===== config.mk =====
export PLATFORM = sky130hd
export DESIGN_NAME = r2q_fifo
export DESIGN_NICKNAME = d
export VERILOG_FILES = /design/src/r2q_fifo.sv
export SDC_FILE = /design/constraint.sdc
export NUM_CORES = 1
export LEC_CHECK = 0
export BUFFER_PORTS_ARGS = -buffer_cell sky130_fd_sc_hd__buf_2
export CORE_MARGIN = 2
export CORE_UTILIZATION = 45
export CTS_CLUSTER_DIAMETER = 80
export DETAILED_ROUTE_END_ITERATION = 7
export HOLD_SLACK_MARGIN = 0.06
export PLACE_DENSITY = 0.58
export SETUP_SLACK_MARGIN = 0.02
export SLEW_MARGIN = 20
export SYNTH_ARGS = -nofsm -noshare
export SYNTH_HDL_FRONTEND = slang
export SYNTH_SLANG_ARGS = --single-unit

===== constraint.sdc =====
create_clock -name clk -period 2.11 [get_ports clk]
set_input_delay 0 -clock clk [delete_from_list [all_inputs] [get_ports clk]]
set_output_delay 0 -clock clk [all_outputs]
set_load 0.02 [all_outputs]

===== src/r2q_fifo.sv =====
// Small register queue between and after the pipeline parts.
`timescale 1ns / 1ps
`default_nettype none
module r2q_fifo #(
    parameter int WIDTH = 8,
    parameter int DEPTH = 32
) (
    input  logic             clk,
    input  logic             rst_n,
    input  logic             push,
    input  logic [WIDTH-1:0] wdata,
    input  logic             pop,
    output logic [WIDTH-1:0] rdata,
    output logic             empty
);
    localparam int AW = $clog2(DEPTH);

    logic [WIDTH-1:0] mem_reg [DEPTH];
    logic [AW-1:0]    wr_reg, wr_next;
    logic [AW-1:0]    rd_reg, rd_next;
    logic [AW:0]      cnt_reg, cnt_next;

    always_comb
    begin
        // Wrap at the last entry so depths that are not a power of two work.
        wr_next  = wr_reg;
        rd_next  = rd_reg;
        if (push)
        begin
            wr_next = (wr_reg == AW'(DEPTH - 1)) ? '0 : AW'(wr_reg + 1'b1);
        end
        if (pop)
        begin
            rd_next = (rd_reg == AW'(DEPTH - 1)) ? '0 : AW'(rd_reg + 1'b1);
        end
        cnt_next = cnt_reg + (AW+1)'(push) - (AW+1)'(pop);
    end

    always_ff @(posedge clk or negedge rst_n)
    begin
        if (!rst_n)
        begin
            wr_reg  <= '0;
            rd_reg  <= '0;
            cnt_reg <= '0;
        end
        else
        begin
            wr_reg  <= wr_next;
            rd_reg  <= rd_next;
            cnt_reg <= cnt_next;
        end
    end

    always_ff @(posedge clk)
    begin
        if (push)
        begin
            mem_reg[wr_reg] <= wdata;
        end
    end

    assign rdata = mem_reg[rd_reg];
    assign empty = (cnt_reg == '0);
endmodule
`default_nettype wire


# Word-level counts from Yosys, hierarchy flattened
# Memories as Yosys holds them, arrays and structs flattened.
# Cells that the tools add are included.
# classes
mux	4
addsub	4
eq_ne	2
reduce_logical	1
# ops
op	count
$add A5 B1 Y5 const B	2
$eq A5 B5 Y1 const B	2
$mux W5	2
$add A6 B1 Y6	1
$logic_not A6 Y1	1
$sub A6 B1 Y6	1
$mux W1	2
# word_totals
input_bits	12
wordCells	15
reg_bits	16
memories	1
ramBits	256
output_inout_bits	9
# memory_table
name	depth	width	rd	rd_ports_with_merged_regs	wr	line	source
mem_reg	32	8	1	0	1	18	logic [WIDTH-1:0] mem_reg [DEPTH];

# Depth between registers and ports, before layout
# logic_depth
word_depth	2
ltp_mapped	10

# Worst setup path after synthesis
# Ideal clock, no wire load.
# synth_timing
kind	reg-to-reg
from	register wr_reg[2]
to	memory mem_reg[12][0] (enable)
t_arrival_ns	1.435
required_time_ns	1.727
slack_ns	0.291
period_less_slack_ns	1.819
stages_incl_launch_ff	4
path_cell_list	dfrtp_1 > clkbuf_1 > nand2_1 > nor3_1
# synth_lines
item	line	source
start, declared	19	logic [AW-1:0] wr_reg, wr_next;
start signal, assigned	49	wr_reg <= wr_next;
end, declared	18	
# Straight into the memory's write port.

# Worst setup path in the final report
# layout_timing
from	register rd_reg[0]
to	output port rdata[5]
# layout_via
elab_chain_cells	1
# layout_lines
item	line	source
start, declared	20	logic [AW-1:0] rd_reg, rd_next;
start signal, assigned	50	rd_reg <= rd_next;
$mem_v2 Z32 W8	n/a	
end, declared	13	output logic [WIDTH-1:0] rdata,
# No other way between the ends.

==> results.yml <==
run_status:
  outcome: "finished, violations left"
  violations: "setup timing"
logic_synthesis:
  yosysTopAreaCell: "edfxtp_1"
  synth.avg_cell_area_um2: 19.27
  syn-num-nets: 593
  yosysTopAreaCellShare_pct: 70.62
  yosysWarningCount: 0
  yosysUniqueCellTypes: 34
  seq_area_frac_synth_pct: 74.30
  synth_area_leaders: "edfxtp_1 (71%), mux4_2 (8.1%), dfrtp_1 (3.7%), mux2i_1 (3.0%), mux4_1 (2.2%)"
  synth_area_mm2: 0.01089
  ys_seq_elements: 272
  netlist_instances: 565
floorplanning:
  core-area_mm2: 0.02361
  die_h_um: 159.5
  initial_core_util_pct: 46.10
  dieArea_mm2: 0.02545
  fp.dieW_um: 159.5
  rows: 56
  ios: 21
layout:
  nNetsFinal: 697
  antennaDiodeCount: 0
  postLayoutCoreUtil_pct: 55.47
  drive_gt1_share_pct: 29.75
  syn_to_final_growth_pct: 20.33
  instances_no_fill: 1008
  largest_register_ffs: 256
timing:
  setup_ws_ns: -0.3777
  finalCritPeriodShare_pct: 117.9
  slew_viol_final: 0
  skew_ns: 0.01048
  finalSetupViolCount: 8
  slew_headroom_pct: 44.01
  hold_violations: 0
  timing.setup.tns_ns: -2.680
  grt_setup_unrepaired: "yes"
  fmax_ghz: 0.4020
  period_needed_ns: 2.488
  tightest_slew_ns: 0.8370
setup_path:
  worstReg2RegStart: "rd_reg[0]"
  start_kind: "flip-flop"
  endpoint_kind: "output port"
  cp.required_ns: 2.11
  r2r_slack_ns: 0.11
  path_buf_inv: 3
  path_cells: "buf_12 -> mux4_2 -> a211oi_4 -> buf_4 -> a22oi_2 -> buf_2"
  max_stage_delay_ns: 0.57
  r2r_cells: 7
  cp_slowest_cell: "mux4_2"
  path_delay_family: "multiplexers"
  reg2reg_to: "rd_reg[4]"
  cp.arrival_ns: 2.49
  path_max_fanout: 7
  critical_path_class: "flip-flop to output port"
clock_tree:
  cts_tree: "yes"
  cts_root_buf: "clkbuf_16"
  clk_pin_slew_ns: 0.06
  clk_latency_ns: 0.52
  clock_path_buffers: 3
  cts_inserted_buffers: 27
  cts_sinks: 272
  cts-htree-levels: 1
placement:
  io_buffer_count: 20
  place_congestion: 0.7655
  dp_hpwl_mm: 14.56
  numPlacedInstances: 939
hold_path:
  min_path_cells: 1
  hold_class: "primary input to flip-flop"
  hold_start: "wdata[1]"
  min_to: "mem_reg[28][1]"
grt:
  grt_overflow: 0
  grt_max_degree: 33
  grt_pass1_vias: 5757
  antenna_found_initial: 0
  grt_pass1_wl_mm: 36.02
  grt_usage_pct: 18.80
power_and_ir_drop:
  p_leak_nw: 4.488
  irDropWorstVdd_v: 0.0005611
  powerDensity_mw_per_mm2: 1239
detailed_routing:
  drt_pass1_iterations: 4
  vias_per_cell: 5.610
  drt_iter0_drc: 459
  routed_wirelength_mm: 23.94
  vias: 5655
  antenna_left: 0
  wl_per_cell_um: 23.75
  drc_errors: 0
flow_run:
  maxCapViolCount: 0
-- cell usage in the layout, fill, tap and decap left out, types with 4 or more instances in the layout --
master / n
mux2i_1: 33
a22oi_2: 14
buf_6: 4
mux4_1: 5
buf_2: 18
clkbuf_1: 9
o22ai_1: 10
buf_12: 6
nor3_1: 12
bufinv_16: 5
clkinv_1: 4
o221ai_1: 7
buf_16: 4
nor2_1: 28
mux4_2: 43
nand3_1: 6
nand3b_1: 4
edfxtp_1: 256
buf_4: 63
ha_1: 14
nand2_1: 9
dlygate4sd3_1: 8
a21oi_1: 11
a22oi_1: 11
inv_1: 17
dfrtp_1: 14
a211oi_2: 4
o21ai_0: 6
clkbuf_16: 29
-- worst reg2reg max path, cell delays in order, from the launching register on --
cell and delay [ns]:
dfrtp_4 0.57, buf_6 0.17, buf_4 0.13, buf_4 0.13
ha_2 0.18, and3_1 0.18, ha_1 0.26, mux2_2 0.26
-- worst max-delay path by stage --
stage	startpoint	endpoint	slack (ns)	depth (start not counted)
2_1_floorplan	wr_reg[2]	mem_reg[12][0]	0.29	3
3_3_place_gp	rd_reg[0]	rdata[7]	-0.03	6
3_5_place_dp	rd_reg[0]	rdata[7]	-0.07	6
4_1_cts	rd_reg[0]	rdata[3]	-0.38	6
5_1_grt	rd_reg[0]	rdata[5]	-0.46	6
6_report	rd_reg[0]	rdata[5]	-0.38	6
-- where the power goes --
group	switching [mW]	internal, mW	leakage, nW
logic	2.64	2.11	1.57
clock network	1.90	2.97	0.433
registers	0.314	6.30	2.49
-- metal layers --
layer / share of wire, % / GRT usage [%] / wire [µm] / up-vias
met1: 44 / 27.05 / 10600 / 2952
met2: 49 / 30.62 / 11830 / 158
met3: 5.0 / 2.996 / 1187 / 29
met5: 0 / 0 / 0 / -
met4: 1.3 / 4.091 / 323 / 0
li1: - / - / - / 2516
-- cell type report --
cell class	instances	area, µm²
clock buffers	36	709.4
clock inverters	13	191.4
fillers	1814	10510
inverters	17	63.81
multi-input cells	246	2674
flip-flops and latches	272	8093
well taps	319	399.1
repair buffers	105	968.4
-- stage by stage --
stage	cell area (µm²)	hold WS [ns]	total power, mW	setup slack (ns)
floorplan	10890	-0.2956	9.229	0.2911
global placement	11760	-0.05181	10.83	-0.03061
detailed placement	11760	-0.04072	10.94	-0.07141
CTS	12990	0.06192	16.21	-0.3814
global route	13100	0.07288	16.91	-0.4576
finish	13100	0.04301	16.23	-0.3777
-- repair_timing --
action	in CTS	in global routing
pin swaps	9	6
setup endpoints to repair	8	10
gates cloned	1	2
hold buffers	8	0
buffers inserted	7	2
endpoints found under the hold margin	141	0
resized for setup	30	13
-- cells in the mapped netlist (all sizes together) --
library cell,number
o221ai,8
xor2,2
a32o,1
a22oi,25
o21ai,7
nand3b,4
o22ai,10
nand2,9
and3,2
a211oi,9
buf,15
mux4,48
nor2,28
clkbuf,15
inv,17
dfrtp,16
nand2b,3
a21o,1
nand3,6
a21oi,12
ha,15
nor3b,2
or3,1
edfxtp,256
o2111a,1
xnor2,1
nor3,12
mux2i,33
fa,1
nor2b,2
mux2,3
-- cell families after synthesis --
group	count (synthesis)	synth area share, %
flops	272	74.30
mux	84	13.59
simple gates	69	2.977
buf+inv	47	2.287
xor+xnor	3	0.2414
fa+ha+maj	16	1.908
compound gates	74	4.701
(Power assumes the default switching activity.)
