## config.mk

```make
export PLATFORM = sky130hd
export DESIGN_NAME = r2q_back
export DESIGN_NICKNAME = d
export VERILOG_FILES = /design/src/r2q_pkg.sv /design/src/r2q_back.sv
export SDC_FILE = /design/constraint.sdc
export NUM_CORES = 2
export LEC_CHECK = 0
export BUFFER_PORTS_ARGS = -buffer_cell sky130_fd_sc_hd__buf_2
export CAP_MARGIN = 20
export CORE_AREA = 4 4 469 471
export CTS_CLUSTER_DIAMETER = 80
export DETAILED_ROUTE_END_ITERATION = 10
export DIE_AREA = 0 0 473 475
export PLACE_DENSITY = 0.58
export SLEW_MARGIN = 5
export SYNTH_ARGS = -nofsm -noshare
export SYNTH_HDL_FRONTEND = slang
export SYNTH_SLANG_ARGS = --single-unit
```

## constraint.sdc

```tcl
create_clock -name clk -period 3.4 [get_ports clk]
set_input_delay 0.34 -clock clk [delete_from_list [all_inputs] [get_ports clk]]
set_output_delay 0.34 -clock clk [all_outputs]
set_load 0.05 [all_outputs]
```

## src/r2q_pkg.sv

```systemverilog
// Types, constants and step functions for the matrix to quaternion block.
`timescale 1ns / 1ps
`default_nettype none
package r2q_pkg;

    localparam int QW = 16;   // component width
    localparam int NW = 17;   // off-diagonal sum width
    localparam int CW = 15;   // candidate width
    localparam int RW = 30;   // padded radicand width
    localparam int SQ_STEPS = RW / 2;
    localparam int QB = 16;   // quotient bits
    localparam int RMW = 18;  // square root remainder width

    localparam logic [1:0] PIV_X = 2'd0;
    localparam logic [1:0] PIV_Y = 2'd1;
    localparam logic [1:0] PIV_Z = 2'd2;
    localparam logic [1:0] PIV_W = 2'd3;

    localparam logic signed [QW-1:0] Q_MAX = 16'sh7fff;
    localparam logic signed [QW-1:0] Q_MIN = 16'sh8000;

    typedef struct packed {
        logic signed [QW-1:0] m00;
        logic signed [QW-1:0] m01;
        logic signed [QW-1:0] m02;
        logic signed [QW-1:0] m10;
        logic signed [QW-1:0] m11;
        logic signed [QW-1:0] m12;
        logic signed [QW-1:0] m20;
        logic signed [QW-1:0] m21;
        logic signed [QW-1:0] m22;
    } mat_t;

    typedef struct packed {
        logic [CW-1:0]        p;
        logic [1:0]           pivot;
        logic [3:0][NW-1:0]   num;
    } mid_t;

    typedef struct packed {
        logic [3:0][QW-1:0]   q;
        logic [1:0]           pivot;
    } out_t;

    typedef struct packed {
        logic [RMW-1:0] rem;
        logic [CW-1:0]  root;
    } sq_t;

    typedef struct packed {
        logic [CW-1:0] rem;
        logic [QB-1:0] quo;
    } dv_t;

    // One digit of the square root: bring in two radicand bits.
    function automatic sq_t sq_step(input logic [RMW-1:0] rem, input logic [CW-1:0] root,
                                    input logic [1:0] pair);
        logic [RMW:0] acc;
        logic [RMW:0] trial;
        sq_t r;
        acc   = {rem[RMW-2:0], pair};
        trial = {{(RMW-CW-1){1'b0}}, root, 2'b01};
        if (acc >= trial)
        begin
            r.rem  = RMW'(acc - trial);
            r.root = {root[CW-2:0], 1'b1};
        end
        else
        begin
            r.rem  = acc[RMW-1:0];
            r.root = {root[CW-2:0], 1'b0};
        end
        return r;
    endfunction

    // One quotient bit of a restoring division.
    function automatic dv_t dv_step(input logic [CW-1:0] rem, input logic [QB-1:0] quo,
                                    input logic nb, input logic [CW-1:0] p);
        logic [CW:0] acc;
        dv_t r;
        acc = {rem, nb};
        if (acc >= {1'b0, p})
        begin
            r.rem = CW'(acc - {1'b0, p});
            r.quo = {quo[QB-2:0], 1'b1};
        end
        else
        begin
            r.rem = acc[CW-1:0];
            r.quo = {quo[QB-2:0], 1'b0};
        end
        return r;
    endfunction

endpackage
`default_nettype wire

```

## src/r2q_back.sv

```systemverilog
// Back part: four pipelined dividers by the pivot, sign and saturation.
`timescale 1ns / 1ps
`default_nettype none
module r2q_back (
    input  logic          clk,
    input  logic          rst_n,
    input  logic          in_valid,
    input  r2q_pkg::mid_t in_item,
    output logic          out_valid,
    output r2q_pkg::out_t out_item
);
    import r2q_pkg::*;

    localparam int NS = QB + 1;

    logic               v_reg    [NS];
    logic [CW-1:0]      p_reg    [NS];
    logic [1:0]         piv_reg  [NS];
    logic [3:0]         neg_reg  [NS];
    logic [3:0]         ovf_reg  [NS];
    logic [3:0][QB-1:0] lo_reg   [NS];
    logic [3:0][CW-1:0] rem_reg  [NS];
    logic [3:0][QB-1:0] quo_reg  [NS];

    logic [3:0]         neg0, ovf0;
    logic [3:0][QB-1:0] lo0;
    logic [3:0][CW-1:0] rem0;
    logic [NW-1:0]      mag;
    logic [28:0]        dvd;

    logic outv_reg;
    out_t res_reg, res_next;
    logic [QB-1:0] qm;

    always_comb
    begin
        for (int i = 0; i < 4; i++)
        begin
            neg0[i] = in_item.num[i][NW-1];
            mag     = neg0[i] ? NW'(-in_item.num[i]) : in_item.num[i];
            dvd     = {mag, 12'd0};
            // Quotient would need more than 16 bits.
            ovf0[i] = ({2'b00, dvd[28:16]} >= in_item.p);
            rem0[i] = {2'b00, dvd[28:16]};
            lo0[i]  = dvd[15:0];
        end
    end

    always_ff @(posedge clk or negedge rst_n)
    begin
        if (!rst_n)
        begin
            for (int s = 0; s < NS; s++)
            begin
                v_reg[s] <= 1'b0;
            end
            outv_reg <= 1'b0;
        end
        else
        begin
            v_reg[0] <= in_valid;
            for (int s = 1; s < NS; s++)
            begin
                v_reg[s] <= v_reg[s-1];
            end
            outv_reg <= v_reg[NS-1];
        end
    end

    always_ff @(posedge clk)
    begin
        p_reg[0]   <= in_item.p;
        piv_reg[0] <= in_item.pivot;
        neg_reg[0] <= neg0;
        ovf_reg[0] <= ovf0;
        lo_reg[0]  <= lo0;
        rem_reg[0] <= rem0;
        quo_reg[0] <= '0;
        for (int s = 1; s < NS; s++)
        begin
            p_reg[s]   <= p_reg[s-1];
            piv_reg[s] <= piv_reg[s-1];
            neg_reg[s] <= neg_reg[s-1];
            ovf_reg[s] <= ovf_reg[s-1];
            for (int i = 0; i < 4; i++)
            begin
                {rem_reg[s][i], quo_reg[s][i]} <= dv_step(rem_reg[s-1][i],
                    quo_reg[s-1][i], lo_reg[s-1][i][QB-1], p_reg[s-1]);
                lo_reg[s][i] <= {lo_reg[s-1][i][QB-2:0], 1'b0};
            end
        end
        res_reg <= res_next;
    end

    always_comb
    begin
        res_next.pivot = piv_reg[NS-1];
        qm = '0;
        for (int i = 0; i < 4; i++)
        begin
            qm = quo_reg[NS-1][i];
            if (piv_reg[NS-1] == 2'(i))
            begin
                res_next.q[i] = {1'b0, p_reg[NS-1]};
            end
            else if (p_reg[NS-1] == '0)
            begin
                res_next.q[i] = '0;
            end
            else if (neg_reg[NS-1][i])
            begin
                res_next.q[i] = (ovf_reg[NS-1][i] || qm > 16'd32768) ? Q_MIN : QW'(-qm);
            end
            else
            begin
                res_next.q[i] = (ovf_reg[NS-1][i] || qm[QB-1]) ? Q_MAX : qm;
            end
        end
    end

    assign out_valid = outv_reg;
    assign out_item  = res_reg;
endmodule
`default_nettype wire

```

Word level (Yosys, flattened, before mapping)
Memories as Yosys holds them, arrays and structs flattened. Cells that the tools add are included. Widths: inputs -> output; s select.

Register bits: 2000. RAM bits: 1445. Input port bits: 88. Output and inout bits: 67. Word-level logic and storage cells: 409. Memories kept: 5.

Memory list: lo_reg (words 17, width 60, rd ports 16, clocked after memory_dff 0, wr ports 17, RTL line r2q_back.sv:21) `logic [3:0][QB-1:0] lo_reg [NS];`; p_reg (words 17, width 15, rd ports 17, clocked after memory_dff 0, wr ports 17, RTL line r2q_back.sv:17) `logic [CW-1:0] p_reg [NS];`; neg_reg (words 17, width 4, rd ports 17, clocked after memory_dff 0, wr ports 17, RTL line r2q_back.sv:19) `logic [3:0] neg_reg [NS];`; ovf_reg (words 17, width 4, rd ports 17, clocked after memory_dff 0, wr ports 17, RTL line r2q_back.sv:20) `logic [3:0] ovf_reg [NS];`; piv_reg (words 17, width 2, rd ports 17, clocked after memory_dff 0, wr ports 17, RTL line r2q_back.sv:18) `logic [1:0] piv_reg [NS];`.

Add/sub/neg operators: 68. Magnitude comparators: 72. Equality and inequality tests: 3. Multiplexer cells: 88. Reductions and logical operators: 14.

Operator list (number): $mux 31 (56); $ge 16x15->1 (60); $sub 15x15->15 (56); $mux 16 (12); $mux 15 (8); $mux 30 (4); $mux 17 (4); $neg 17->17 (4); $gt 16x16->1 const B (4); $neg 16->16 (4); $ge 13x15->1 (4); $ge 14x15->1 (4); $sub 14x15->15 (4); $logic_not 15->1 (1); $logic_or 1x1->1 (8); $reduce_or 2->1 (4); $eq 2x2->1 const B (2); $mux 1 (4); $eq 2x1->1 const B (1); $logic_not 2->1 (1).

Logic depth before layout (Yosys ltp)
Depth after elaboration: 6. Depth in mapped cells: 14. Mapped depth without buffers: 14.

Worst setup path after synthesis
No wires, ideal clock.

Kind: input to register. Start point: input in_item[54] (netlist bit). End point: memory ovf_reg[0][3]. Library setup time: 0.123 ns. Data arrival time: 3.280 ns. Required time: 3.277 ns. Setup slack: -0.003 ns. Stages on the path: 11. Path buffers: 0. Cell sequence: or3_1 > or3b_1 > or4_1 > or2_2 > o31ai_1 > xnor2_1 > ha_1 > and3_1 > a221o_1 > a211oi_1 > a21oi_1.

RTL lines: from (decl) (RTL line r2q_back.sv:8) `input r2q_pkg::mid_t in_item,`; to (decl) (RTL line r2q_back.sv:20).

==> flow_results.org <==
** Global route
- Total routing resource utilization after global routing :: 24.0%
- Via count of the first global-routing pass :: 72029
- Routing usage on met3 :: 2.88%
- Grt peak-use layer :: met2
- In the global route stage, met1 resource usage came out at 30.9%.
- The number of antenna violations at the first check in global routing came to 11.
- For this run the aggregate overflow at the end of global routing stands at 0.
- Entering global routing, the biggest net connects 33 pins.
- Global-route wire length before repair :: 418 mm
- Global routing used 41.9% of the available met2 tracks.

** Worst hold path
- In this run the most critical hold path is launched from in_valid.
- Worst Hold Path EP :: v_reg[16]
- The tightest min-delay check is of the input port to flop type.
- Counting instances, the worst hold path has a depth of 2.

** STA
- Layout Skew :: 79.1 ps
- Measured against its own limit, the worst slew margin works out to 30.3%.
- The number of hold violations in the final report is 0.
- The worst path needs 3330 ps of the cycle, external delays included.
- Count of pins over their slew limit :: 0
- Slew at the pin closest to its max-slew limit :: 1040 ps
- The final critical path takes up 98.0% of the cycle.
- Setup violations remaining at the end of the flow were counted as 0.
- In the post-route analysis, the smallest setup slack over all paths is 67.1 ps.
- F_max :: 300 MHz
- The tightest hold path in the finished design has a slack of 94.4 ps.

** Routing
- Total detailed-routing wirelength :: 278 mm
- The count of nets left with antenna violations once routing finished came out at 0.
- Average routed wire per standard cell :: 20.6 um
- The detailed router finished its first iteration with 5228 violations.
- For this run, design rule violations remaining after detail routing come to 0.
- DRT Pass-1 Iters :: 8
- Dividing the detail-routed via count by the number of cells gives 5.46.
- Vias post-DR :: 73822

** Yosys
- Largest area contributor in the netlist :: sky130_fd_sc_hd__dfxtp_1
- Number of synthesis warnings :: 0
- Gate Count Post-Synth :: 9927
- Average cell area after synthesis :: 9.74 um2
- Number of enable-type register cells in the synthesized netlist :: 0
- Yosys cell types :: 87
- Fraction of post-synthesis cell area in the top cell type by area :: 42.0%
- The number of nets in the synthesized netlist is 11087.
- Ranked by total cell area, the synthesized netlist is headed by sky130_fd_sc_hd__dfxtp_1 (42%), sky130_fd_sc_hd__ha_1 (13%), sky130_fd_sc_hd__mux2_2 (5.0%), sky130_fd_sc_hd__a21oi_1 (4.4%), sky130_fd_sc_hd__xnor2_1 (4.1%).
- Cell area after synthesis :: 96700 um2
- The most used flip-flop cell after synthesis is sky130_fd_sc_hd__dfxtp_1.
- Yosys instantiated no cell more often than sky130_fd_sc_hd__dfxtp_1.
- Share of the yosys chip area belonging to registers :: 42.4%
- Total of flip-flops plus latches after synthesis :: 2045
- By count the netlist is led by sky130_fd_sc_hd__dfxtp_1 (2027), sky130_fd_sc_hd__ha_1 (1012), sky130_fd_sc_hd__a21oi_1 (849).
- Share of synthesized flip-flops with an asynchronous set or reset :: 0.880%

** Placement
- Before CTS, the worst setup slack after placement is -238 ps.
- Placed standard-cell area :: 102000 um2
- Global placer's final weighted congestion :: 0.927
- The count of buffers added on input and output ports is 154.
- Summed over all nets, the half-perimeter wirelength after detailed placement is 222 mm.

** Status
- The run finished with clean final reports.

** Die
- Die ar. :: 225000 um2
- Chip width :: 473 um
- Area of the core region :: 216000 um2
- Top-level port count :: 155
- From bottom edge to top edge, the die measures 475 um.
- After floorplanning, the core was divided into 171 placement rows.
- Once the floorplan was initialized, standard cells occupied 44.7% of the core.

** Final layout
- The post-route netlist has 11.7% of its cells at a drive strength greater than 1.
- Count of fill cells added during filler insertion :: 19688
- Number of nets at the end of the flow :: 11644
- Largest register FFs :: 952
- Final standard cell utilization of the core :: 51.5%
- From synthesis to final layout, the design area changed by 15.0%.
- FF+latch area :: 41000 um2
- The finished cells cover 111000 um2.
- Summing all multi-input logic gate instances after layout gives 53100 um2.

** Clocking
- Clock-pin slew on the worst setup and hold paths :: 60 ps
- CTS built an H-tree with a depth of 4.
- TritonCTS built the clock tree.
- The cell sitting at the root of the clock tree is a sky130_fd_sc_hd__clkbuf_16.
- The clock net in this run drives a total of 2045 sinks.
- Bufs on Longest Clock Path :: 3
- Num CTS Buffers :: 213
- Clock latency on the worst-skew pair :: 890 ps

** Setup path
- STA classifies the critical path endpoint as a flop.
- Startpoint of the worst setup timing path :: in_item[54]
- Highest fanout seen on the critical path :: 2
- Reg2reg setup slack :: 220 ps
- WS Path Type :: input port to flop
- At the worst endpoint, the arrival time is 4080 ps.
- For the worst flop-to-flop path, the logic depth is 10.
- For the worst setup path, the data required time is 4140 ps.
- Startpoint type of the worst setup path :: input port
- The largest individual stage delay along the critical path comes from the cell sky130_fd_sc_hd__dlygate4sd3_1.
- The startpoint identified for the worst register-to-register timing path is p_reg[0][140].
- For this run, the slowest stage of the critical path takes 540 ps.
- The worst register-to-register path ends at rem_reg[373].
- Ordered list of cells on the worst path :: dlygate4sd3_1, buf_2, or3_1, or3b_4, or4_4, or2_4, o31ai_2, xnor2_1, ha_1, and3_1, a221o_1, a211oi_2, a21oi_1

** Power
- Final Total Pwr :: 122 mW
- P per Cell Area :: 1100 nW/um2
- For this design the static power due to leakage is 48.9 nW.
- Worst ir drop on vdd :: 0.568 mV

** Job
- Maximum capacitance violations :: 0
## routing by layer
layer | wire length, um | vias to the layer above | part of all wire, %
li1 | - | 36675 | -
met1 | 124000 | 34973 | 45
met2 | 134000 | 1747 | 48
met3 | 11500 | 425 | 4.1
met4 | 8450 | 2 | 3.0
met5 | 13 | - | 0.0047
## how the worst max path moves through the flow
| stage | to | slack, ps |
|---|---|---|
| after global placement | ovf_reg[0][3] | -260 |
| final | ovf_reg[0][3] | 70 |
| after floorplan | ovf_reg[0][3] | 40 |
| after CTS | ovf_reg[0][3] | 140 |
| after detailed placement | ovf_reg[0][3] | -240 |
| after global routing | ovf_reg[0][3] | -6 |
## power by group
group	total [mW]	switching [mW]	internal (mW)
registers	39.7	6.36	33.3
clock network	25.2	10.2	15.0
logic	57.3	31.4	25.9
## critical path: cells and delay by family
kind,cells,cell delay [ps]
compound gates,4,910
xor+xnor,1,180
fa+ha+maj,1,280
buf+inv,2,670
simple gates,5,1690
## area by class of cell
cell class | count | share of cell area, %
inverter | 527 | 1.78
clock inverter | 119 | 1.68
clock buffer | 281 | 5.37
timing repair buffer | 497 | 3.33
tap | 2854 | 3.21
antenna | 8 | 0.0180
sequential | 2045 | 36.9
multi-input combinational | 7200 | 47.7
## what timing repair did
item	CTS	global route
gates resized for setup	0	4
setup buffers	0	1
hold buffers	126	0
endpoints found under the setup margin	0	1
endpoints found under the hold margin	112	0
## layout by cell type (no fill, tap or decap), types with 143 or more instances in the layout
cell and count:
sky130_fd_sc_hd__o21a_1 184, sky130_fd_sc_hd__nand2b_1 160, sky130_fd_sc_hd__nor2b_1 171, sky130_fd_sc_hd__xnor2_1 452, sky130_fd_sc_hd__xor2_1 245, sky130_fd_sc_hd__ha_1 1012
sky130_fd_sc_hd__mux2_2 426, sky130_fd_sc_hd__buf_4 213, sky130_fd_sc_hd__a21oi_1 842, sky130_fd_sc_hd__inv_1 526, sky130_fd_sc_hd__nor2_1 714, sky130_fd_sc_hd__nand2_1 544
sky130_fd_sc_hd__o21ai_0 657, sky130_fd_sc_hd__nand3_1 143, sky130_fd_sc_hd__dfxtp_1 2027, sky130_fd_sc_hd__clkbuf_16 214, sky130_fd_sc_hd__buf_2 154, sky130_fd_sc_hd__a21o_1 285
## per-stage QoR
| step | cells | TNS, ps |
|---|---|---|
| after floorplan | 9927 | 0 |
| after global placement | 12995 | -322 |
| after detailed placement | 12995 | -335 |
| after CTS | 13521 | 0 |
| after global routing | 13525 | -5.58 |
| final | 13531 | 0 |
## logic make-up (layout without fill, tap and decap cells)
logic type               Yosys count  after routing  share of synthesized area [%]
AO/OA/AOI/OAI                   2763           2763                           17.8
flip-flops                      2045           2045                           42.4
other                              0              8                              0
multiplexers                     480            480                           5.52
buffers and inverters            682           1424                           2.71
AND/OR/NAND/NOR                 2188           2188                           10.8
XOR/XNOR                         697            697                           6.31
adder cells (fa/ha/maj)         1072           1072                           14.3
(Power assumes the default switching activity.)
