$ cat src/r2q_pkg.sv
// Types, constants and step functions for the matrix to quaternion block.
`timescale 1ns / 1ps
`default_nettype none
package r2q_pkg;

    localparam int QW = 16;   // component width
    localparam int NW = 17;   // off-diagonal sum width
    localparam int CW = 15;   // candidate width
    localparam int RW = 30;   // padded radicand width
    localparam int SQ_STEPS = RW / 2;
    localparam int QB = 16;   // quotient bits
    localparam int RMW = 18;  // square root remainder width

    localparam logic [1:0] PIV_X = 2'd0;
    localparam logic [1:0] PIV_Y = 2'd1;
    localparam logic [1:0] PIV_Z = 2'd2;
    localparam logic [1:0] PIV_W = 2'd3;

    localparam logic signed [QW-1:0] Q_MAX = 16'sh7fff;
    localparam logic signed [QW-1:0] Q_MIN = 16'sh8000;

    typedef struct packed {
        logic signed [QW-1:0] m00;
        logic signed [QW-1:0] m01;
        logic signed [QW-1:0] m02;
        logic signed [QW-1:0] m10;
        logic signed [QW-1:0] m11;
        logic signed [QW-1:0] m12;
        logic signed [QW-1:0] m20;
        logic signed [QW-1:0] m21;
        logic signed [QW-1:0] m22;
    } mat_t;

    typedef struct packed {
        logic [CW-1:0]        p;
        logic [1:0]           pivot;
        logic [3:0][NW-1:0]   num;
    } mid_t;

    typedef struct packed {
        logic [3:0][QW-1:0]   q;
        logic [1:0]           pivot;
    } out_t;

    typedef struct packed {
        logic [RMW-1:0] rem;
        logic [CW-1:0]  root;
    } sq_t;

    typedef struct packed {
        logic [CW-1:0] rem;
        logic [QB-1:0] quo;
    } dv_t;

    // One digit of the square root: bring in two radicand bits.
    function automatic sq_t sq_step(input logic [RMW-1:0] rem, input logic [CW-1:0] root,
                                    input logic [1:0] pair);
        logic [RMW:0] acc;
        logic [RMW:0] trial;
        sq_t r;
        acc   = {rem[RMW-2:0], pair};
        trial = {{(RMW-CW-1){1'b0}}, root, 2'b01};
        if (acc >= trial)
        begin
            r.rem  = RMW'(acc - trial);
            r.root = {root[CW-2:0], 1'b1};
        end
        else
        begin
            r.rem  = acc[RMW-1:0];
            r.root = {root[CW-2:0], 1'b0};
        end
        return r;
    endfunction

    // One quotient bit of a restoring division.
    function automatic dv_t dv_step(input logic [CW-1:0] rem, input logic [QB-1:0] quo,
                                    input logic nb, input logic [CW-1:0] p);
        logic [CW:0] acc;
        dv_t r;
        acc = {rem, nb};
        if (acc >= {1'b0, p})
        begin
            r.rem = CW'(acc - {1'b0, p});
            r.quo = {quo[QB-2:0], 1'b1};
        end
        else
        begin
            r.rem = acc[CW-1:0];
            r.quo = {quo[QB-2:0], 1'b0};
        end
        return r;
    endfunction

endpackage
`default_nettype wire

$ cat src/r2q_front.sv
// Front part: diagonal sums, four pipelined square roots, pivot choice.
`timescale 1ns / 1ps
`default_nettype none
module r2q_front (
    input  logic          clk,
    input  logic          rst_n,
    input  logic          in_valid,
    input  r2q_pkg::mat_t in_mat,
    output logic          out_valid,
    output r2q_pkg::mid_t out_item
);
    import r2q_pkg::*;

    localparam int NS = SQ_STEPS + 1;

    logic                  v_reg   [NS];
    logic [3:0][RW-1:0]    x_reg   [NS];
    logic [3:0][RMW-1:0]   rem_reg [NS];
    logic [3:0][CW-1:0]    root_reg[NS];
    logic [5:0][NW-1:0]    off_reg [NS];

    logic [3:0][RW-1:0]    x0;
    logic [5:0][NW-1:0]    off0;
    logic signed [17:0]    t [4];
    logic signed [17:0]    d00, d11, d22;

    logic       outv_reg;
    mid_t       item_reg, item_next;
    logic [1:0] piv;

    always_comb
    begin
        d00 = 18'(in_mat.m00);
        d11 = 18'(in_mat.m11);
        d22 = 18'(in_mat.m22);
        t[0] = 18'sd16384 + d00 - d11 - d22;
        t[1] = 18'sd16384 - d00 + d11 - d22;
        t[2] = 18'sd16384 - d00 - d11 + d22;
        t[3] = 18'sd16384 + d00 + d11 + d22;
        for (int i = 0; i < 4; i++)
        begin
            x0[i] = {1'b0, (t[i][17] ? 17'(-t[i]) : t[i][16:0]), 12'd0};
        end
        // Off-diagonal sums and differences, 17 bits each.
        off0[0] = NW'(in_mat.m01) + NW'(in_mat.m10);
        off0[1] = NW'(in_mat.m02) + NW'(in_mat.m20);
        off0[2] = NW'(in_mat.m12) + NW'(in_mat.m21);
        off0[3] = NW'(in_mat.m21) - NW'(in_mat.m12);
        off0[4] = NW'(in_mat.m02) - NW'(in_mat.m20);
        off0[5] = NW'(in_mat.m10) - NW'(in_mat.m01);
    end

    always_ff @(posedge clk or negedge rst_n)
    begin
        if (!rst_n)
        begin
            for (int s = 0; s < NS; s++)
            begin
                v_reg[s] <= 1'b0;
            end
            outv_reg <= 1'b0;
        end
        else
        begin
            v_reg[0] <= in_valid;
            for (int s = 1; s < NS; s++)
            begin
                v_reg[s] <= v_reg[s-1];
            end
            outv_reg <= v_reg[NS-1];
        end
    end

    always_ff @(posedge clk)
    begin
        x_reg[0]    <= x0;
        rem_reg[0]  <= '0;
        root_reg[0] <= '0;
        off_reg[0]  <= off0;
        for (int s = 1; s < NS; s++)
        begin
            for (int i = 0; i < 4; i++)
            begin
                {rem_reg[s][i], root_reg[s][i]} <= sq_step(rem_reg[s-1][i],
                    root_reg[s-1][i], x_reg[s-1][i][RW-1:RW-2]);
                x_reg[s][i] <= {x_reg[s-1][i][RW-3:0], 2'b00};
            end
            off_reg[s] <= off_reg[s-1];
        end
        item_reg <= item_next;
    end

    always_comb
    begin
        // Strict compare keeps the lower index on a tie.
        piv = PIV_X;
        for (int i = 1; i < 4; i++)
        begin
            if (root_reg[NS-1][i] > root_reg[NS-1][piv])
            begin
                piv = 2'(i);
            end
        end
        item_next.p     = root_reg[NS-1][piv];
        item_next.pivot = piv;
        item_next.num   = '0;
        unique case (piv)
            PIV_X:
            begin
                item_next.num[1] = off_reg[NS-1][0];
                item_next.num[2] = off_reg[NS-1][1];
                item_next.num[3] = off_reg[NS-1][3];
            end
            PIV_Y:
            begin
                item_next.num[0] = off_reg[NS-1][0];
                item_next.num[2] = off_reg[NS-1][2];
                item_next.num[3] = off_reg[NS-1][4];
            end
            PIV_Z:
            begin
                item_next.num[0] = off_reg[NS-1][1];
                item_next.num[1] = off_reg[NS-1][2];
                item_next.num[3] = off_reg[NS-1][5];
            end
            default:
            begin
                item_next.num[0] = off_reg[NS-1][3];
                item_next.num[1] = off_reg[NS-1][4];
                item_next.num[2] = off_reg[NS-1][5];
            end
        endcase
    end

    assign out_valid = outv_reg;
    assign out_item  = item_reg;
endmodule
`default_nettype wire

$ cat config.mk
export PLATFORM = sky130hd
export DESIGN_NAME = r2q_front
export DESIGN_NICKNAME = d
export VERILOG_FILES = /design/src/r2q_pkg.sv /design/src/r2q_front.sv
export SDC_FILE = /design/constraint.sdc
export NUM_CORES = 2
export LEC_CHECK = 0
export BUFFER_PORTS_ARGS = -buffer_cell sky130_fd_sc_hd__buf_4
export CAP_MARGIN = 10
export CORE_MARGIN = 2
export CORE_UTILIZATION = 60
export CTS_BUF_LIST = sky130_fd_sc_hd__clkbuf_8
export CTS_CLUSTER_SIZE = 8
export DETAILED_ROUTE_END_ITERATION = 10
export PLACE_DENSITY = 0.77
export SLEW_MARGIN = 25
export SYNTH_ARGS = -nofsm -noshare
export SYNTH_HDL_FRONTEND = slang
export SYNTH_SLANG_ARGS = --single-unit
export TNS_END_PERCENT = 10
$ cat constraint.sdc
create_clock -name clk -period 11.32 [get_ports clk]
set_clock_uncertainty 0.2 [all_clocks]
set_input_delay 1.132 -clock clk [delete_from_list [all_inputs] [get_ports clk]]
set_output_delay 1.132 -clock clk [all_outputs]
set_load 0.02 [all_outputs]
# Yosys cells after proc, flatten, opt, wreduce, memory -nomap -nowiden
# Memories as Yosys holds them, arrays and structs flattened.
# Cells that the tools add are included.
[word_totals]
input_bits = 147
ramBits = 3424
mem_bits_ro = 0
mem_count = 2
reg_bits = 1898
latchBits = 0
[memory_table]
columns = ["name", "words", "word_bits", "read_ports", "rd_ports_with_merged_regs", "wr", "line", "rtl"]
rows = [
  ["x_reg", 16, 112, 15, 0, 16, "r2q_front.sv:17", "logic [3:0][RW-1:0] x_reg [NS];"],
  ["off_reg", 16, 102, 16, 0, 16, "r2q_front.sv:20", "logic [5:0][NW-1:0] off_reg [NS];"],
]
[op_classes]
n_bitwise = 0
mux = 77
mul = 0
order_cmp = 66
reduce_logical = 1
addsub = 76
eq_ne = 2
div_mod_pow = 0
n_shift = 0
[ops]
columns = ["op", "n"]
rows = [
  ["32-bit 2-to-1 mux", 52],
  ["19-bit by 17-bit >= comparator with 1-bit output", 56],
  ["17-bit subtractor", 52],
  ["17-bit one-hot mux with 3 select lines", 4],
  ["17-bit 2-to-1 mux", 8],
  ["15-bit binary-select mux with 2-bit select", 3],
  ["17-bit negation", 4],
  ["16-bit by 16-bit adder with 17-bit output", 3],
  ["16-bit by 16-bit subtractor with 17-bit output", 3],
  ["15-bit greater-than comparator", 3],
  ["15-bit 2-to-1 mux", 3],
  ["17-bit by 16-bit adder with 18-bit output", 2],
  ["18-bit by 16-bit adder with 18-bit output", 2],
  ["17-bit by 16-bit subtractor with 18-bit output", 2],
  ["18-bit by 16-bit subtractor with 18-bit output", 2],
  ["16-bit by 16-bit adder with 17-bit output (first input constant)", 1],
  ["16-bit by 16-bit subtractor with 17-bit output (first input constant)", 1],
  ["2-bit by 1-bit subtractor with 3-bit output (second input constant)", 4],
  ["2-bit by 1-bit >= comparator with 1-bit output (second input constant)", 4],
  ["2-bit by 3-bit less-than comparator with 1-bit output (second input constant)", 2],
  ["1-bit 2-to-1 mux", 5],
  ["2-bit 2-to-1 mux", 2],
  ["1-bit by 3-bit less-than comparator with 1-bit output (second input constant)", 1],
  ["2-bit by 1-bit equality test with 1-bit output (second input constant)", 1],
  ["other kinds (2)", 2],
]

# Longest topological paths before layout
[depth]
depth_word = 12
depth_mapped = 34
mapped_depth_nobuf = 30

# Worst setup path after synthesis
# No wires, ideal clock.
[synth_path]
path_kind = "register -> register"
start = "register root_reg[8] in the netlist's numbering"
end = "register item_reg, in the netlist out_item[68]"
required_time_ns = 10.983
path_slack_ns = 5.429
arrival_ns = 5.553
path_stages_with_launch = 27
setup_time_ns = 0.137
path_cell_list = "dfxtp_1 inv_1 ha_1 a21oi_1 nor2b_1 o21ai_0 nand2b_1 a21oi_1 o221ai_1 o31ai_1 buf_1 mux2i_1 ha_1 nand4_1 or2_2 o32ai_1 clkbuf_1 nor2_1 a21o_1 ha_1 nand3_1 nor2_1 nand2_1 o31ai_1 clkbuf_1 buf_1 o21ai_0"
[synth_rtl]
columns = ["item", "line", "rtl"]
rows = [
  ["from (decl)", "r2q_front.sv:19", "logic [3:0][CW-1:0] root_reg[NS];"],
  ["from (signal, indexed assignment)", "r2q_front.sv:84", "{rem_reg[s][i], root_reg[s][i]} <= sq_step(rem_reg[s-1][i],"],
  ["to (signal assigned)", "r2q_front.sv:90", "item_reg <= item_next;"],
  ["to (decl)", "r2q_front.sv:28", "mid_t item_reg, item_next;"],
]

==> flow_metrics.py <==
metrics = {
    "outcome": {
        "status": "finished clean",
    },
    "pwr": {
        "p_sw_mw": 12.6,
        "irDropWorstVdd_uv": 633,
        "p_int_mw": 25.3,
        "p_seq_share_pct": 46.6,
        "combinationalPowerShare_pct": 29.9,
        "power_density_nw_per_um2": 308,
        "p_total_mw": 38.0,
        "p_sw_share_pct": 33.2,
        "p_leak_nw": 57.3,
        "clkPwrFrac_pct": 23.4,
    },
    "route": {
        "drt-pass1-iter-count": 7,
        "ant_nets": 0,
        "drt-total-wl_um": 197000,
        "vias_per_cell": 5.10,
        "wire_per_inst_um": 15.2,
        "num_vias": 66100,
        "drc": 0,
        "drt_iter0_drc": 3223,
    },
    "yosys": {
        "synthesis.area_sq_um": 110000,
        "synth.yosys.seq_area_share_pct": 61.1,
        "ys_warn_count": 0,
        "syn_area_per_cell_sq_um": 11.3,
        "synthFlopType": "dfxtp_1",
        "synthArstFlopShare_pct": 0.508,
        "ys_types": 98,
        "ys_ff_latch": 3344,
        "syn_inst": 9723,
        "synth_edf_count": 0,
    },
    "critical_path": {
        "slowest_delay_ns": 0.72,
        "worstPathMaxFanout": 74,
        "worst_setup_path_start_kind": "flip-flop",
        "path_delay_family": "compound AO/OA/AOI/OAI gates",
        "worst_path_max_delay_cell": "buf_4",
        "worstPathRequired_ns": 12.07,
        "critPathKind": "flip-flop to flip-flop",
        "r2r_slack_ns": 3.40,
        "crit_path_end_kind": "flip-flop",
        "arrival_ns": 8.66,
        "critPathBufInv": 4,
    },
    "clock_network": {
        "cts_setup_buffers": 0,
        "cts_resized": 0,
        "cts_sinks": 3344,
        "cts_made_buffers": 532,
        "root_buffer": "clkbuf_8",
        "cts_hold_buf": 2,
        "worstSkewPairLatency_ns": 1.04,
        "clk_pin_slew_ns": 0.06,
        "cts_tree": "yes",
        "clockBufferDepth": 4,
        "h-tree-depth": 6,
    },
    "die": {
        "initial_core_util_pct": 60.2,
        "core_sq_um": 182000,
        "rows": 157,
        "die_y_um": 432,
        "io_pins": 233,
        "dieArea_sq_um": 186000,
        "die_w_um": 432,
    },
    "layout": {
        "areaGrowthSynthToFinish_pct": 12.2,
        "drive_gt1_share_pct": 10.1,
        "fin_nets": 11300,
        "largest_reg_flops": 1584,
    },
    "sta": {
        "fin_crit_sh_pct": 69.9,
        "fin_crit_ns": 7.92,
        "fmaxAchievable_ghz": 0.126,
        "slew_violations": 0,
        "setup_viol": 0,
        "worst_pin_slew_ns": 0.937,
        "finalWorstSetupSlack_ns": 3.40,
        "hold_violations": 0,
        "rsz0062_at_grt": "no",
        "fin_tns_setup_ns": 0,
        "slew_headroom_pct": 37.2,
    },
    "global_routing": {
        "grt_max_degree": 75,
        "antenna_found_initial": 1,
        "first_global_vias": 67800,
        "grt-ovfl-total": 0,
        "grt.total_usage_pct": 21.1,
        "grt_pass1_wl_um": 324000,
    },
    "run": {
        "drv_cap": 0,
    },
    "placed_design": {
        "pre_cts_ws_ns": 3.41,
        "post-dp-hpwl_um": 143000,
        "port_buffers": 232,
        "gp_congestion": 0.940,
    },
    "hold_path": {
        "hold_class": "flip-flop to flip-flop",
    },
}
cell type report:
cell class                 count  area (sq um)
sequential                  3344         67000
fill                       12900         59300
multi-input combinational   5427         39300
clock buffer                 591          8130
inverter                     811          3040
tap                         2385          2980
timing repair buffer         252          1900
clock inverter               149           821
antenna                        4          10.0
worst register-to-register path: cells and delay by family, from the launching register on:
family / cells / cell delay, ns
AOI/OAI and AO/OA: 13 / 2.84
adders and majority gates: 3 / 0.88
buffers and inverters: 4 / 1.83
DFF: 1 / 0.33
muxes: 1 / 0.40
and+or+nand+nor: 8 / 1.37
power by group through the flow:
stage,Clock (mW),Sequential [mW],Combinational [mW]
final,8.89,17.7,11.4
after global routing,9.67,18.1,12.8
after CTS,9.17,17.7,11.4
after detailed placement,0,17.9,11.3
after global placement,0,17.8,10.8
after floorplan,0,17.3,8.72
through the flow:
| step | cell area, sq um | util, % | hold slack (ns) | instances |
|---|---|---|---|---|
| floorplan | 110000 | - | 0.110 | 9726 |
| global placement | 114000 | 62.6 | 0.109 | 12200 |
| detailed placement | 114000 | 62.6 | 0.112 | 12200 |
| CTS | 123000 | 67.5 | 0.0346 | 13000 |
| global route | 123000 | 67.5 | 0.0718 | 13000 |
| finish | 123000 | 67.5 | 0.0576 | 13000 |
cells in the mapped netlist (all sizes together) (19+ instances only):
cell	instances	area, sq um
fa	95	1900
or4	36	270
a21boi	19	146
xor2	299	2630
nand4	40	250
a21o	162	1220
a31oi	66	413
nor2b	88	551
o31ai	57	442
a211oi	43	333
or2	40	250
o21bai	78	586
nor4	84	538
nand2	525	1970
and3	37	231
nand3	132	661
mux2i	44	440
buf	24	113
inv	811	3040
o21ai	378	1900
nand2b	109	682
clkbuf	120	450
o21a	104	781
ha	713	8920
a311oi	23	208
a21oi	558	2810
dfxtp	3327	66600
nor3	211	1070
mux2	91	1020
or3	63	394
nor2	626	2350
xnor2	477	4180
layout by cell type, fill, tap and decap left out, types with 16 or more instances in the layout:
master / count
dfxtp_1: 3327
o21ai_0: 367
nand4_1: 40
a311oi_1: 22
nor4_1: 81
or4_1: 36
a21boi_0: 17
or2_2: 38
dfrtp_1: 17
mux2i_1: 44
clkinvlp_4: 18
and3_1: 37
mux2_2: 91
xnor2_1: 475
nand2_1: 524
o21a_1: 104
nand2b_1: 109
nor2b_1: 88
o41ai_1: 16
o31ai_1: 54
nand3_1: 132
a31oi_1: 66
a211oi_1: 41
clkbuf_8: 591
nor3_1: 207
ha_1: 713
xor2_1: 298
inv_1: 917
buf_4: 250
nor2_1: 625
or3_1: 63
fa_1: 95
o21bai_1: 78
a21o_1: 162
a21oi_1: 554
per-layer routing:
| metal | GRT usage [%] | wire, um | vias up |
|---|---|---|---|
| met3 | 3.96 | 7800 | 438 |
| met4 | 8.98 | 6630 | 0 |
| met2 | 36.3 | 94800 | 1371 |
| met1 | 25.8 | 88100 | 30700 |
| li1 | - | - | 33600 |
| met5 | 0 | 0 | - |
logic make-up after synthesis:
family	Yosys count	synth area share, %
other cells	1	0.00342
buf+inv	955	3.29
compound gates	1632	9.25
xor+xnor	776	6.20
mux	135	1.33
flops	3344	61.1
simple gates	2072	9.02
fa+ha+maj	808	9.86
final timing paths:
path | start | end | depth (start not counted)
setup / recovery | root_reg[4] | out_item[38] | 29
hold / removal | off_reg[1][354] | off_reg[1][456] | 0
setup reg to reg | root_reg[4] | out_item[38] | 29
hold reg to reg | off_reg[1][354] | off_reg[1][456] | 0
max in group asynchronous | rst_n | v_reg[14] | 2
min in group asynchronous | rst_n | v_reg[13] | 2
Power figures use the tool's default switching activity.
